[config.mk]
export PLATFORM = sky130hd
export DESIGN_NAME = ntc_queue
export DESIGN_NICKNAME = d
export VERILOG_FILES = /design/src/rtl/core/ntc_pkg.sv /design/src/rtl/core/ntc_queue.sv
export SDC_FILE = /design/constraint.sdc
export NUM_CORES = 1
export LEC_CHECK = 0
export BUFFER_PORTS_ARGS = -buffer_cell sky130_fd_sc_hd__buf_4
export CORE_MARGIN = 2
export CORE_UTILIZATION = 45
export DETAILED_ROUTE_END_ITERATION = 8
export GPL_TIMING_DRIVEN = 0
export MAX_ROUTING_LAYER = met4
export PLACE_DENSITY_LB_ADDON = 0.08
export SLEW_MARGIN = 20
export SYNTH_ARGS = -nofsm -noshare
export SYNTH_HDL_FRONTEND = slang
export SYNTH_SLANG_ARGS = --single-unit
[constraint.sdc]
create_clock -name clk -period 3.5 [get_ports clk]
set_input_delay 0.525 -clock clk [delete_from_list [all_inputs] [get_ports clk]]
set_output_delay 0.525 -clock clk [all_outputs]
set_load 0.03 [all_outputs]
[src/rtl/core/ntc_pkg.sv]
// shared widths, constants and codes of the ntc temperature converter
package ntc_pkg;

    localparam int DEF_ADC_BITS = 12;

    // register field widths
    localparam int RF_W   = 29;
    localparam int RW_W   = 20;
    localparam int BETA_W = 14;
    localparam int R0_W   = 29;
    localparam int T0_W   = 16;

    // apb port
    localparam int DATA_W = 32;
    localparam int ADDR_W = 5;
    localparam int IDX_W  = 3;

    localparam logic [IDX_W-1:0] REG_FIXED_RES = 3'd0;
    localparam logic [IDX_W-1:0] REG_WIRE_RES  = 3'd1;
    localparam logic [IDX_W-1:0] REG_BETA      = 3'd2;
    localparam logic [IDX_W-1:0] REG_NOM_RES   = 3'd3;
    localparam logic [IDX_W-1:0] REG_NOM_TEMP  = 3'd4;

    localparam logic [RF_W-1:0]   RST_FIXED_RES = 29'd1000000;
    localparam logic [RW_W-1:0]   RST_WIRE_RES  = 20'd0;
    localparam logic [BETA_W-1:0] RST_BETA      = 14'd3950;
    localparam logic [R0_W-1:0]   RST_NOM_RES   = 29'd1000000;
    localparam logic [T0_W-1:0]   RST_NOM_TEMP  = 16'd29815;

    // result fields
    localparam int TEMP_W   = 16;
    localparam int STATUS_W = 2;

    localparam logic [STATUS_W-1:0] ST_OK      = 2'd0;
    localparam logic [STATUS_W-1:0] ST_INVALID = 2'd1;
    localparam logic [STATUS_W-1:0] ST_SAT     = 2'd2;

    localparam logic [TEMP_W-1:0] TEMP_MAX = 16'h7fff;

    // resistance products are adc bits plus this many bits, sign included
    localparam int PROD_EXTRA = RF_W + 1;

    // log2 unit: q30 fraction, encode stage + normalize stage + one stage per bit
    localparam int FRAC_BITS = 30;
    localparam int LOG_LAT   = FRAC_BITS + 2;

    // ln(2) in q24, product shifted down to q20
    localparam int              LN2_W    = 24;
    localparam logic [LN2_W-1:0] LN2_Q24 = 24'd11629080;
    localparam int              LN_SHIFT = 34;

    // 100*beta, numerator 100*beta*t0 and dividend width
    localparam int B100_W     = BETA_W + 7;
    localparam int NQ_W       = B100_W + T0_W;
    localparam int BETA_SHIFT = 20;
    localparam int DD_W       = NQ_W + BETA_SHIFT + 1;

    localparam int ZERO_C_CENTIK = 27315;
    localparam int SAT_Q         = 32767 + ZERO_C_CENTIK;

    // power of two
    localparam int QUEUE_DEPTH = 4;

endpackage

[src/rtl/core/ntc_queue.sv]
// small fifo between front and back end
module ntc_queue
    import ntc_pkg::*;
#(
    parameter int W     = 2 * (DEF_ADC_BITS + PROD_EXTRA) + 1,
    parameter int DEPTH = QUEUE_DEPTH
)
(
    input  logic         clk,
    input  logic         rst_n,
    input  logic         push,
    input  logic [W-1:0] push_data,
    input  logic         pop,
    output logic [W-1:0] head,
    output logic         empty,
    output logic         nearly_full
);

    localparam int PTR_W = $clog2(DEPTH);
    localparam int CNT_W = $clog2(DEPTH + 1);

    logic [W-1:0]     mem_reg [DEPTH];
    logic [PTR_W-1:0] wr_ptr_reg;
    logic [PTR_W-1:0] rd_ptr_reg;
    logic [CNT_W-1:0] count_reg;
    logic [CNT_W-1:0] count_next;

    assign count_next = count_reg + CNT_W'(push) - CNT_W'(pop);

    always_ff @(posedge clk or negedge rst_n)
    begin
        if (!rst_n)
        begin
            wr_ptr_reg <= '0;
            rd_ptr_reg <= '0;
            count_reg  <= '0;
        end
        else
        begin
            if (push)
            begin
                wr_ptr_reg <= wr_ptr_reg + PTR_W'(1);
            end
            if (pop)
            begin
                rd_ptr_reg <= rd_ptr_reg + PTR_W'(1);
            end
            count_reg <= count_next;
        end
    end

    always_ff @(posedge clk)
    begin
        if (push)
        begin
            mem_reg[wr_ptr_reg] <= push_data;
        end
    end

    assign head        = mem_reg[rd_ptr_reg];
    assign empty       = (count_reg == '0);
    // leaves room for the item sitting in the front stage
    assign nearly_full = (count_reg >= CNT_W'(DEPTH - 2));

    a_no_overflow: assert property (@(posedge clk) disable iff (!rst_n)
        push && !pop |-> count_reg != CNT_W'(DEPTH))
        else $error("queue overflow");

    a_no_underflow: assert property (@(posedge clk) disable iff (!rst_n)
        pop |-> !empty)
        else $error("queue underflow");

    a_count_grows: assert property (@(posedge clk) disable iff (!rst_n)
        push && !pop |=> count_reg == $past(count_reg) + CNT_W'(1))
        else $error("queue count mismatch");

endmodule

==> results_dict.tcl, run 1 <==
set metrics [dict create \
    outcome "complete, no violations" \
    path_max_fanout 10 \
    worst_slew_margin_rel 0.506 \
    start_kind "register" \
    post-dp-hpwl_mm 14.4 \
    postSynthCellCount 481 \
    synth_compound_area_frac 0.000986 \
    ys_seq_area_frac 0.819 \
    synth-adder-area-share 0.00848 \
    antenna_found_initial 0 \
    switching_power_uw 4660 \
    cts_buffers 36 \
    vdd_ir_drop_max_uv 459 \
    synth_top_family_by_area "multiplexers" \
    synthesis.yosys.warnings 0 \
    r2r_slack_ns 1.87 \
    rsz0062_at_grt "false" \
    yosys.cell_count.top_type "edfxtp_1" \
    port_buffers 175 \
    yosys.area_share.simple 0.00296 \
    netlist_top_cells_area "edfxtp_1, mux4_2, dfrtp_1, ha_1, buf_12" \
    synth_mux_area_frac 0.151 \
    drtPass1Iterations 4 \
    largest_reg_flops 340 \
    synthFlopType "edfxtp_1" \
    cp_data_required_time_ns 2.97 \
    p_int_uw 9730 \
    track_usage 0.164 \
    gr-total-overflow 0 \
    grt_max_degree 39 \
    layout-drive-gt1-share 0.458 \
    crit_path_end_kind "output pin" \
    ys_ff_latch 347 \
    ant_nets 0 \
    setup_viol 0 \
    die-area_mm2 0.0296 \
    synthArstFlopShare 0.0202 \
    min_from "pop" \
    crit_type "reg2out" \
    finalClockSkew_ns 0.0146 \
    core-area_mm2 0.0278 \
    cts-root-buf "clkbuf_16" \
    globalplace.congestion 0.722 \
    synth-edff-count 340 \
    path_clk_slew_ns 0.06 \
    slew_violations 0 \
    die_w_um 172 \
    finalCriticalPeriod_ns 2.72 \
    layout.area.seq_mm2 0.0104 \
    wl_per_cell_um 21.1 \
    cts_htree_levels 2 \
    yosysTopAreaCell "edfxtp_1" \
    worst_pin_slew_ns 0.742 \
    grt_pass1_vias 6194 \
    p_leak_uw 0.00543 \
    ys_types 19 \
    drtIter0Drc 354 \
    syn_nets 578 \
    wirelength_mm 23.2 \
    drc 0 \
    chipHeight_um 172 \
    min_period_over_period 0.779 \
    cap_violations 0 \
    hold_class "in2reg" \
    worst_ep_arrival_time_ns 2.20 \
    r2r-start "wr_ptr_reg[0]$_DFFE_PN0P_" \
    combPwrFrac 0.369 \
    synth_top_area_frac 0.805 \
    vias 5589 \
    yosys-top-cells-count "edfxtp_1, mux4_2, buf_2" \
    p_seq_frac 0.388 \
    synth-xor-area-share 0.00276 \
    fillCellCount 2151 \
    switching_share 0.324 \
    start_util 0.457 \
    grt_pass1_wl_mm 34.7 \
    post_cts_buffers 0 \
    via_per_inst 5.08 \
    clockBufferDepth 3 \
    power_density_mw_per_mm2 912 \
    syn-mean-instance-area_um2 26.4 \
    cts_tree "done" \
    multi_input_area_mm2 0.00212 \
    synthesis.area_mm2 0.0127 \
    max_freq_mhz 367 \
    finalHoldViolCount 0 \
    fin_nets 800 \
    clock_latency_ns 0.50 \
    place_ws_ns 1.28 \
    layout_setup_ws_ns 0.775 \
    cts_sinks 347 \
    crit_start "rd_ptr_reg[1]$_DFFE_PN0P_" \
    holdWs_ns 0.217 \
    io_pins 176 \
    clock_power_share 0.242 \
    syn2layout_area_growth_pct 24.3 \
    row_count 61 \
]
[timing repair]
action,in CTS,in global routing
endpoints found under the hold margin,7,0
hold buffers,1,0
resized for setup,0,0
[cell type report]
cell class / count / area share
sequential: 347 / 0.658
multi-input combinational: 106 / 0.134
timing repair buffer: 184 / 0.0979
clock buffer: 46 / 0.0608
tap: 378 / 0.0300
buffer: 20 / 0.0105
clock inverter: 11 / 0.00634
inverter: 8 / 0.00190
antenna: 1 / 0.000159
[layer usage]
layer / track usage / wire (µm) / vias to the layer above
met4: 0.0512 / 450 / 0
met5: - / 0 / -
met2: 0.274 / 12000 / 144
met3: 0.0350 / 1270 / 36
met1: 0.205 / 9490 / 2897
li1: - / - / 2512
[power by group through the flow]
stage | clock network, µW | registers, µW | logic, µW
final | 3490 | 5590 | 5310
after global routing | 3730 | 5650 | 5650
after CTS | 3580 | 5600 | 5460
after detailed placement | 0 | 5680 | 5450
after global placement | 0 | 5770 | 5240
after floorplan | 0 | 5690 | 3510
[worst paths after layout]
check                      depth (start not counted)                        end
hold reg to reg                                    1  wr_ptr_reg[0]$_DFFE_PN0P_
min in group asynchronous                          2  rd_ptr_reg[1]$_DFFE_PN0P_
setup reg to reg                                   4   mem_reg[2][49]$_DFFE_PP_
setup / recovery                                   4                   head[76]
max in group asynchronous                          2  wr_ptr_reg[1]$_DFFE_PN0P_
hold / removal                                     2  rd_ptr_reg[0]$_DFFE_PN0P_
[worst max-delay path, stage by stage, from the launching register on]
cell and delay (ns):
dfrtp_1 0.31, buf_2 0.15, clkbuf_1 0.58, mux4_2 0.45, buf_4 0.19
[kinds of logic after synthesis]
logic type,count (synthesis)
buffers and inverters,28
AND/OR/NAND/NOR,7
AO/OA/AOI/OAI,2
XOR/XNOR,4
multiplexers,85
adder cells (fa/ha/maj),8
flip-flops,347
[layout by cell type (no fill, tap or decap), types with 2 or more instances in the layout]
master       n
edfxtp_1   340
buf_4      178
mux4_2      85
clkbuf_16   37
clkbuf_1    12
buf_2        9
inv_1        8
buf_16       8
ha_1         7
dfrtp_1      7
clkinv_1     6
and2_4       4
buf_12       3
xor2_1       3
nand2_1      2
clkinv_2     2
bufinv_16    2
[per-stage QoR]
step | util | area [µm²] | total power, µW | instances | TNS, ns
2_1_floorplan | - | 12700 | 9200 | 481 | 0
3_3_place_gp | 0.521 | 14500 | 11000 | 1034 | -428.70
3_5_place_dp | 0.529 | 14700 | 11100 | 1042 | 0
4_1_cts | 0.568 | 15800 | 14600 | 1100 | 0
5_1_grt | 0.568 | 15800 | 15000 | 1100 | 0
6_report | 0.568 | 15800 | 14400 | 1101 | 0
No activity file was read; power rests on OpenSTA's default activity.
==> inputs of run 2 (changes only) <==
Clock period 3.5 ns to 2.7 ns, I/O delays scaled along.
==> results_dict.tcl, run 2 (synthesized netlist as in run 1, its figures left out) <==
set metrics [dict create \
    crit_path_end_kind "output pin" \
    p_int_uw 12900 \
    path_clk_slew_ns 0.05 \
    via_per_inst 5.11 \
    globalplace.congestion 0.698 \
    cts_buffers 37 \
    wl_per_cell_um 21.1 \
    layout_common_cells "edfxtp_1, buf_4, mux4_2" \
    chipHeight_um 172 \
    antenna_found_initial 1 \
    grt_pass1_wl_mm 34.9 \
    vias 5670 \
    slew_violations 0 \
    row_count 61 \
    worst_slew_margin_rel 0.534 \
    finalCriticalPeriod_ns 2.58 \
    crit_buf_inv 4 \
    port_buffers 175 \
    core-area_mm2 0.0278 \
    cts_tree "done" \
    finalHoldViolCount 0 \
    crit_type "reg2out" \
    max_freq_mhz 387 \
    hold_class "in2reg" \
    syn2layout_area_growth_pct 25.1 \
    ant_nets 0 \
    io_pins 176 \
    p_seq_frac 0.382 \
    cts_sinks 347 \
    switching_share 0.322 \
    largest_reg_flops 340 \
    start_util 0.457 \
    finalClockSkew_ns 0.0115 \
    crit_family "buffers and inverters" \
    fillCellCount 2093 \
    grt_pass1_vias 6089 \
    track_usage 0.165 \
    switching_power_uw 6120 \
    die_w_um 172 \
    cpMostUsedCell "buf_2" \
    drc 0 \
    outcome "complete, no violations" \
    path_cells "buf_2, buf_2, buf_2, mux4_2, buf_4" \
    drtIter0Drc 336 \
    clock_power_share 0.255 \
    cap_violations 0 \
    fin_nets 801 \
    start_kind "register" \
    post-dp-hpwl_mm 14.6 \
    multi_input_area_mm2 0.00212 \
    vdd_ir_drop_max_uv 748 \
    cp_data_required_time_ns 2.30 \
    gr-total-overflow 0 \
    path_max_fanout 10 \
    grt_max_degree 44 \
    fin_setup_tns_ns 0 \
    drtPass1Iterations 6 \
    die-area_mm2 0.0296 \
    combPwrFrac 0.364 \
    cts-root-buf "clkbuf_16" \
    worst_ep_arrival_time_ns 2.18 \
    slowest_delay_ns 0.38 \
    layout.area.seq_mm2 0.0104 \
    slowest_stage "mux4_2" \
    clockBufferDepth 3 \
    total_power_uw 19000 \
    p_leak_uw 0.00548 \
    min_period_over_period 0.957 \
    cts_htree_levels 2 \
    r2r_slack_ns 1.06 \
    wirelength_mm 23.4 \
    setup_viol 0 \
    rsz0062_at_grt "false" \
    final_common_cell "edfxtp_1" \
    worst_pin_slew_ns 0.699 \
    power_density_mw_per_mm2 1190 \
    layout-drive-gt1-share 0.460 \
    clock_latency_ns 0.51 \
]
run 2: cell types whose count changed in the layout (fill, tap and decap cells not counted):
| cell | change |
|---|---|
| clkbuf_16 | +2 |
| buf_16 | -1 |
| buf_12 | +1 |
| clkinv_1 | +1 |
| inv_6 | +1 |
| clkbuf_1 | +3 |
| clkbuf_2 | +1 |
| bufinv_16 | +1 |
run 2: cell type report:
class,count,share of cell area
clock buffer,52,0.0645
tap,378,0.0298
antenna,1,0.000158
multi-input combinational,106,0.133
timing repair buffer,184,0.0968
clock inverter,14,0.00898
buffer,20,0.0105
inverter,8,0.00189
sequential,347,0.654
run 2: per-layer routing:
metal	vias up	global-route usage	part of all wire	wire length (µm)
met4	0	0.0515	0.026	601
met2	170	0.276	0.52	12100
met1	2947	0.204	0.40	9290
li1	2510	-	-	-
met3	43	0.0364	0.061	1440
met5	-	-	0	0
run 2: power groups by stage:
| stage | Clock [µW] | Combinational (µW) | Sequential (µW) |
|---|---|---|---|
| floorplan | 0 | 4560 | 7320 |
| global placement | 0 | 6820 | 7390 |
| detailed placement | 0 | 7070 | 7370 |
| CTS | 4950 | 7090 | 7260 |
| global route | 5180 | 7350 | 7320 |
| finish | 4830 | 6900 | 7240 |
run 2: timing repair:
| item | 4_1_cts | 5_1_grt |
|---|---|---|
| hold endpoints to repair | 7 | 0 |
| setup endpoints to repair | 0 | 1 |
| resized for setup | 0 | 2 |
| buffers inserted | 0 | 0 |
| hold buffers | 1 | 0 |
run 2: through the flow:
| stage | utilization | std cells | hold WS [ns] | cell area, µm² | worst slack [ns] |
|---|---|---|---|---|---|
| 2_1_floorplan | - | 481 | 0.109 | 12700 | 0.590 |
| 3_3_place_gp | 0.521 | 1034 | 0.221 | 14500 | -0.309 |
| 3_5_place_dp | 0.529 | 1042 | 0.222 | 14700 | 0.612 |
| 4_1_cts | 0.571 | 1109 | 0.0735 | 15900 | 0.0300 |
| 5_1_grt | 0.572 | 1110 | 0.0745 | 15900 | 0.00953 |
| 6_report | 0.572 | 1110 | 0.0910 | 15900 | 0.116 |
run 2: worst paths after layout:
path / from / to / cells past startpoint
worst max-delay path: rd_ptr_reg[1]$_DFFE_PN0P_ / head[66] / 5
worst min-delay path: pop / rd_ptr_reg[0]$_DFFE_PN0P_ / 2
worst max register to register: wr_ptr_reg[0]$_DFFE_PN0P_ / mem_reg[0][66]$_DFFE_PP_ / 4
worst min register to register: wr_ptr_reg[0]$_DFFE_PN0P_ / wr_ptr_reg[0]$_DFFE_PN0P_ / 1
max in group asynchronous: rst_n / rd_ptr_reg[1]$_DFFE_PN0P_ / 2
min in group asynchronous: rst_n / count_reg[0]$_DFF_PN0_ / 2
==> inputs of run 3 (changes only) <==
Settings changed: ABC_AREA set to 1.
==> results_dict.tcl, run 3 <==
set metrics [dict create \
    power_density_mw_per_mm2 1190 \
    row_count 66 \
    path_max_fanout 10 \
    outcome "complete, no violations" \
    hold_class "in2reg" \
    vdd_ir_drop_max_uv 621 \
    ys_ff_latch 347 \
    synthArstFlopShare 0.0202 \
    cts_buffers 39 \
    slew_violations 0 \
    die_w_um 185 \
    syn-mean-instance-area_um2 10.7 \
    crit_type "reg2out" \
    slowest_delay_ns 0.38 \
    crit_buf_inv 4 \
    globalplace.congestion 0.726 \
    fillCellCount 2706 \
    drc 0 \
    worst_ep_arrival_time_ns 2.13 \
    synth-edff-count 340 \
    chipHeight_um 185 \
    syn2layout_area_growth_pct 23.6 \
    gr-total-overflow 0 \
    synthesis.area_mm2 0.0147 \
    cts-root-buf "clkbuf_16" \
    crit_path_end_kind "output pin" \
    die-area_mm2 0.0341 \
    track_usage 0.200 \
    path_clk_slew_ns 0.06 \
    crit_family "buffers and inverters" \
    core-area_mm2 0.0323 \
    via_per_inst 4.50 \
    cts_sinks 347 \
    ant_nets 0 \
    start_kind "register" \
    ys_types 16 \
    layout_setup_ws_ns 0.169 \
    finalClockSkew_ns 0.00877 \
    fin_nets 1704 \
    layout_common_cells "nand2_1, inv_1, edfxtp_1" \
    grt_pass1_vias 8999 \
    grt_max_degree 28 \
    cts_htree_levels 2 \
    cap_violations 0 \
    postSynthCellCount 1375 \
    wirelength_mm 32.9 \
    post-dp-hpwl_mm 21.2 \
    clockBufferDepth 3 \
    yosys-top-cells-count "nand2_1, inv_1, edfxtp_1" \
    place_ws_ns 0.441 \
    wl_per_cell_um 15.8 \
    antenna_found_initial 2 \
    post_cts_buffers 0 \
    yosysTopAreaCell "edfxtp_1" \
    vias 9352 \
    synthFlopType "edfxtp_1" \
    met2_length_mm 16.3 \
    syn_nets 1472 \
    drtPass1Iterations 6 \
    yosys.cell_count.top_type "nand2_1" \
    rsz0062_at_grt "false" \
    layout-drive-gt1-share 0.176 \
    finalHoldViolCount 0 \
    max_freq_mhz 395 \
    synthesis.yosys.warnings 0 \
    route.met3.wl_mm 1.92 \
    finalCriticalPeriod_ns 2.53 \
    start_util 0.455 \
    grt_pass1_wl_mm 49.6 \
    setup_viol 0 \
    final_common_cell "nand2_1" \
    slowest_stage "dfrtp_1" \
    netlist_top_cells_area "edfxtp_1, nand2_1, inv_1, nand3_1, dfrtp_1" \
    worst_pin_slew_ns 0.669 \
    top_layer "met4" \
    drt-met1-wl_mm 14.1 \
    placed_area_mm2 0.0169 \
    port_buffers 175 \
    clock_latency_ns 0.52 \
    path_cells "inv_2, buf_4, buf_2, nand2_1, nand3_1, nand2_1, buf_4" \
    cp_data_required_time_ns 2.30 \
    p_leak_uw 0.00840 \
    ys_seq_area_frac 0.707 \
    final_area_mm2 0.0181 \
    drtIter0Drc 520 \
    io_pins 176 \
    min_period_over_period 0.937 \
    largest_reg_flops 340 \
    cts_tree "done" \
    worst_slew_margin_rel 0.554 \
    synth_top_area_frac 0.696 \
]
==> run 3: cell count changes after synthesis, sizes merged <==
cell / before / now
nand2: 2 / 432
inv: 8 / 354
nand3: 0 / 171
mux4: 85 / 0
buf: 17 / 42
clkbuf: 3 / 15
and2: 4 / 0
o31ai: 1 / 0
xnor2: 1 / 0
xor2: 3 / 4
==> run 3: per-stage QoR <==
stage / power [µW] / utilization / hold WS [ns] / instances / setup TNS [ns]
floorplan: 13100 / - / 0.109 / 1375 / 0
global placement: 16600 / 0.513 / 0.230 / 1992 / -328.74
detailed placement: 16900 / 0.524 / 0.231 / 2007 / 0
CTS: 22000 / 0.562 / 0.0621 / 2077 / 0
global route: 22900 / 0.562 / 0.0653 / 2079 / 0
finish: 21600 / 0.562 / 0.0843 / 2079 / 0
==> run 3: path summary, 6_finish.rpt <==
check	start	to	slack (ns)	cells past startpoint
worst min-delay path	push_data[23]	mem_reg[2][23]$_DFFE_PP_	0.08	1
worst min register to register	wr_ptr_reg[0]$_DFFE_PN0P_	wr_ptr_reg[0]$_DFFE_PN0P_	0.54	1
worst max-delay path	rd_ptr_reg[0]$_DFFE_PN0P_	head[72]	0.17	7
max in group asynchronous	rst_n	rd_ptr_reg[1]$_DFFE_PN0P_	2.32	2
min in group asynchronous	rst_n	count_reg[2]$_DFF_PN0_	0.25	2
worst max register to register	wr_ptr_reg[0]$_DFFE_PN0P_	mem_reg[2][48]$_DFFE_PP_	0.66	6
==> run 3: final cells by class <==
type                       instances  area, µm²  share of cell area
sequential                       347      10400               0.572
multi-input combinational        617       2630               0.145
timing repair buffer             191       1680              0.0924
inverter                         354       1340              0.0741
clock buffer                      55       1100              0.0606
tap                              442        553              0.0305
buffer                            57        338              0.0186
clock inverter                    14        110             0.00607
antenna                            2       5.00            0.000276
==> run 3: cell families (layout without fill, tap and decap cells) <==
kind of cell             after synthesis  count (layout)  share of synthesized area
XOR/XNOR                               4               4                    0.00239
AND/OR/NAND/NOR                      604             604                      0.169
flip-flops                           347             347                      0.707
adder cells (fa/ha/maj)                8               8                    0.00733
AO/OA/AOI/OAI                          1               1                   0.000341
other                                  0               2                          0
buffers and inverters                411             671                      0.113
==> run 3: layer usage <==
layer | GRT usage | vias to the layer above
met4 | 0.0502 | 0
met1 | 0.248 | 4335
li1 | - | 4754
met3 | 0.0389 | 48
met2 | 0.340 | 215
met5 | - | -
==> run 3: worst register-to-register path, stage by stage, from the launching register on <==
cell,delay (ns)
dfrtp_1,0.40
inv_1,0.08
ha_1,0.19
nand2_1,0.09
clkinvlp_4,0.46
buf_16,0.36
buf_16,0.18
==> run 3: report_power, final <==
group          switching (µW)  internal [µW]  total [µW]
clock                    1990           3010        5000
combinational            6350           3050        9390
sequential                206           7040        7240
==> run 3: what timing repair did <==
item,4_1_cts,5_1_grt
hold buffers,1,0
setup endpoints to repair,1,0
resized for setup,1,0
hold endpoints to repair,7,0
